--- src/hdl/camera_view_selector_top_defines.svh ---
// Assertion macros shared by the camera view selector RTL.
`ifndef CAMERA_VIEW_SELECTOR_TOP_DEFINES_SVH
`define CAMERA_VIEW_SELECTOR_TOP_DEFINES_SVH
`ifndef SYNTHESIS
`define CVS_ASSERT_ALWAYS(lbl, cond, msg) \
    lbl: assert property (@(posedge i_clk) disable iff (!i_rst_n) (cond)) else $error(msg);
`define CVS_ASSERT_NEXT(lbl, ante, cons, msg) \
    lbl: assert property (@(posedge i_clk) disable iff (!i_rst_n) (ante) |=> (cons)) \
        else $error(msg);
`else
`define CVS_ASSERT_ALWAYS(lbl, cond, msg)
`define CVS_ASSERT_NEXT(lbl, ante, cons, msg)
`endif
`endif

--- src/hdl/cvs_pkg.sv ---
// Types and constants of the camera view selector.
`default_nettype none
package cvs_pkg;
    typedef logic [31:0] t_word;
    typedef logic [63:0] t_prod;

    localparam int VIEW_W = 10;

    localparam logic [1:0] CFG_RADIUS = 2'd0;
    localparam logic [1:0] CFG_COS    = 2'd1;
    localparam logic [1:0] CFG_START  = 2'd2;

    localparam logic [1:0] ST_OK       = 2'd0;
    localparam logic [1:0] ST_FALLBACK = 2'd1;
    localparam logic [1:0] ST_EMPTY    = 2'd2;
    localparam logic [1:0] ST_FULL     = 2'd3;

    localparam logic OP_LOAD  = 1'b0;
    localparam logic OP_QUERY = 1'b1;

    localparam logic [30:0]       RADIUS_RST = 31'd98304000;
    localparam logic [15:0]       COS_RST    = 16'd62259;
    localparam logic [VIEW_W-1:0] START_RST  = 10'd10;
endpackage
`default_nettype wire

--- src/hdl/cvs_mul.sv ---
// Shared 32x32 unsigned multiplier with a registered product.
`default_nettype none
module cvs_mul (
    input  wire logic          i_clk,
    input  wire logic          i_en,
    input  wire cvs_pkg::t_word i_a,
    input  wire cvs_pkg::t_word i_b,
    output cvs_pkg::t_prod      o_prod
);
    import cvs_pkg::*;

    t_prod r_prod;

    always_ff @(posedge i_clk) begin
        if (i_en) begin
            r_prod <= t_prod'(i_a) * t_prod'(i_b);
        end
    end

    assign o_prod = r_prod;
endmodule
`default_nettype wire

--- config.mk ---
export PLATFORM = sky130hd
export DESIGN_NAME = cvs_mul
export DESIGN_NICKNAME = d
export VERILOG_FILES = /design/src/hdl/camera_view_selector_top_defines.svh /design/src/hdl/cvs_pkg.sv /design/src/hdl/cvs_mul.sv
export SDC_FILE = /design/constraint.sdc
export NUM_CORES = 2
export LEC_CHECK = 0
export ABC_AREA = 1
export BUFFER_PORTS_ARGS = -buffer_cell sky130_fd_sc_hd__buf_2
export CORE_MARGIN = 2
export CORE_UTILIZATION = 45
export CTS_CLUSTER_DIAMETER = 150
export DETAILED_ROUTE_END_ITERATION = 16
export PLACE_DENSITY = 0.61
export SYNTH_ARGS = -nofsm -noshare
export SYNTH_HDL_FRONTEND = slang
export SYNTH_SLANG_ARGS = --single-unit
--- constraint.sdc ---
create_clock -name i_clk -period 10.75 [get_ports i_clk]
set_clock_uncertainty 0.05 [all_clocks]
set_input_delay 2.15 -clock i_clk [delete_from_list [all_inputs] [get_ports i_clk]]
set_output_delay 2.15 -clock i_clk [all_outputs]
set_load 0.005 [all_outputs]
==> results.cfg <==
[sta]
worst_pin_slew_ns = 0.9141
slew_headroom = 0.3906
period_needed_ns = 8.948
fin_crit_sh = 0.8323
rsz0062_at_grt = false
finalSetupTns_ns = 0
hold-worst-slack_ns = 2.447
hold_viol = 0
fmax_mhz = 111.8
finalSetupViolations = 0
drv_slew = 0

[synthesis]
yosysMostFrequentCell = inv_1
synthTopCellsByArea = fa_1 47%, inv_1 17%, nand2_1 15%
synth_area_leader_cell = fa_1
synth_edf_count = 64
syn_area_sq_um = 38040
synth_flop_cell = edfxtp_1
synth_top_area_share = 0.4715
yosysSeqAreaShare = 0.05052
async_flop_share = 0
syn_area_per_cell_sq_um = 7.573
synth_cells = 5023
synth-seq-cells = 64
yosys_warnings = 0
synth_nets = 6248
ys_types = 23
synth_common_cells = 1723 x inv_1, 1566 x nand2_1, 896 x fa_1

[finish]
largest_register_ffs = 64
fin_nets = 6208
layout-drive-gt1-share = 0.04411
final_core_util = 0.4750
syn_to_final_growth_pct = 4.490

[setup_path]
startpoint_type = primary input
worstPathArrival_ns = 8.99
critical_path.max_fanout = 32
critical_path_class = primary input to flop
critPathSlowestCell = buf_2
crit_buf_inv = 7
cp-end-kind = flop
required_ns = 10.79
crit_family = adder cells
max_stage_delay_ns = 0.65

[cts]
tritoncts = done
cts_resized = 0
cts_buffers = 9
cts_root_buffer = clkbuf_16
cts_hold_buf = 0
postCtsSetupRepairBufs = 0
clk_pin_slew_worst_paths_ns = 0.07
cts_max_path_buffers = 2
htreeDepth = 3
cts_sinks = 64

[global_routing]
grt_pass1_vias = 31180
antenna_found_initial = 2
gr-total-overflow = 0
grtUsageTotal = 0.2481
grt_pass1_wl_microns = 167600
grt_max_degree = 65

[floorplan]
io_pins = 130
dieArea_sq_um = 86880
core-area_sq_um = 83690
die_x_microns = 294.8
row_count = 106
start_util = 0.4546
die_h_microns = 294.8

[place]
place_hpwl_microns = 86340
place_congestion = 0.9411
io_buffers = 129

[routing]
dr.pass1.iters = 5
wl_met1_microns = 43680
drt_wl_total_microns = 102900
ant_nets = 0
routedWlPerCell_microns = 16.81
drcViolationCount = 0
highest_layer = met5
via_count = 29240
wl_met2_microns = 51230
met3_length_microns = 4837
drt_iter0_drc = 1882
vias_per_cell = 4.776

[job]
cap_violations = 0

[status]
status = complete, no violations

[hold_path]
hold_path_class = primary input to flop
[final timing paths]
check / from / cells past startpoint / end
setup / recovery: i_a[25] / 26 / o_prod[60]
hold / removal: i_b[0] / 3 / o_prod[0]
[final cells by class]
| cell class | instances | area (sq um) |
|---|---|---|
| fillers | 8512 | 43940 |
| multi-input cells | 3032 | 28890 |
| inverters | 1735 | 6513 |
| flip-flops and latches | 64 | 1922 |
| well taps | 1134 | 1419 |
| repair buffers | 141 | 735.7 |
| clock buffers | 9 | 225.2 |
| clock inverters | 7 | 46.29 |
| diodes | 1 | 2.502 |
[cells in the final DEF (no fill, tap or decap)]
master / synthesis / final
buf_2: 0 / 129
clkbuf_16: 0 / 9
nor2_1: 81 / 81
diode_2: 0 / 1
nor3_2: 6 / 6
buf_4: 0 / 12
nand2_1: 1566 / 1566
inv_2: 12 / 12
nor2_2: 14 / 14
nor3_1: 11 / 11
inv_6: 0 / 2
nand3_2: 9 / 9
ha_1: 263 / 263
xor2_1: 33 / 33
clkinvlp_4: 0 / 2
clkinv_2: 0 / 2
edfxtp_1: 64 / 64
a21oi_1: 43 / 43
o21bai_1: 11 / 11
o21bai_2: 1 / 1
inv_1: 1723 / 1723
clkinv_1: 0 / 1
o21ai_0: 2 / 2
nand2_2: 15 / 15
nand4_1: 16 / 16
xnor2_1: 2 / 2
nor3_4: 1 / 1
nor2_4: 6 / 6
nand3_1: 56 / 56
fa_1: 896 / 896
[routing by layer]
metal | GRT usage | vias to the layer above
met5 | 0 | -
met1 | 0.3299 | 14660
li1 | - | 13590
met4 | 0.07043 | 2
met2 | 0.4342 | 815
met3 | 0.01953 | 167
[cells by family (layout without fill, tap and decap cells)]
group           Yosys count  after routing  synth area share
simple gates           1781           1781            0.1849
compound gates           57             57          0.008387
buf+inv                1927           1892            0.1901
fa+ha+maj              1159           1159            0.5580
other cells               0              1                 0
xor+xnor                 35             35          0.008058
flops                    64             64           0.05052
[metrics by stage]
step	setup WS [ns]	cells	area, sq um
floorplan	2.595	5023	38040
global placement	1.425	6106	39480
detailed placement	1.440	6106	39480
CTS	1.785	6122	39750
global route	1.449	6123	39750
finish	1.802	6123	39750
Power is not shown: default switching activity piles up to over one toggle a cycle in this logic, so the estimate is an artifact.
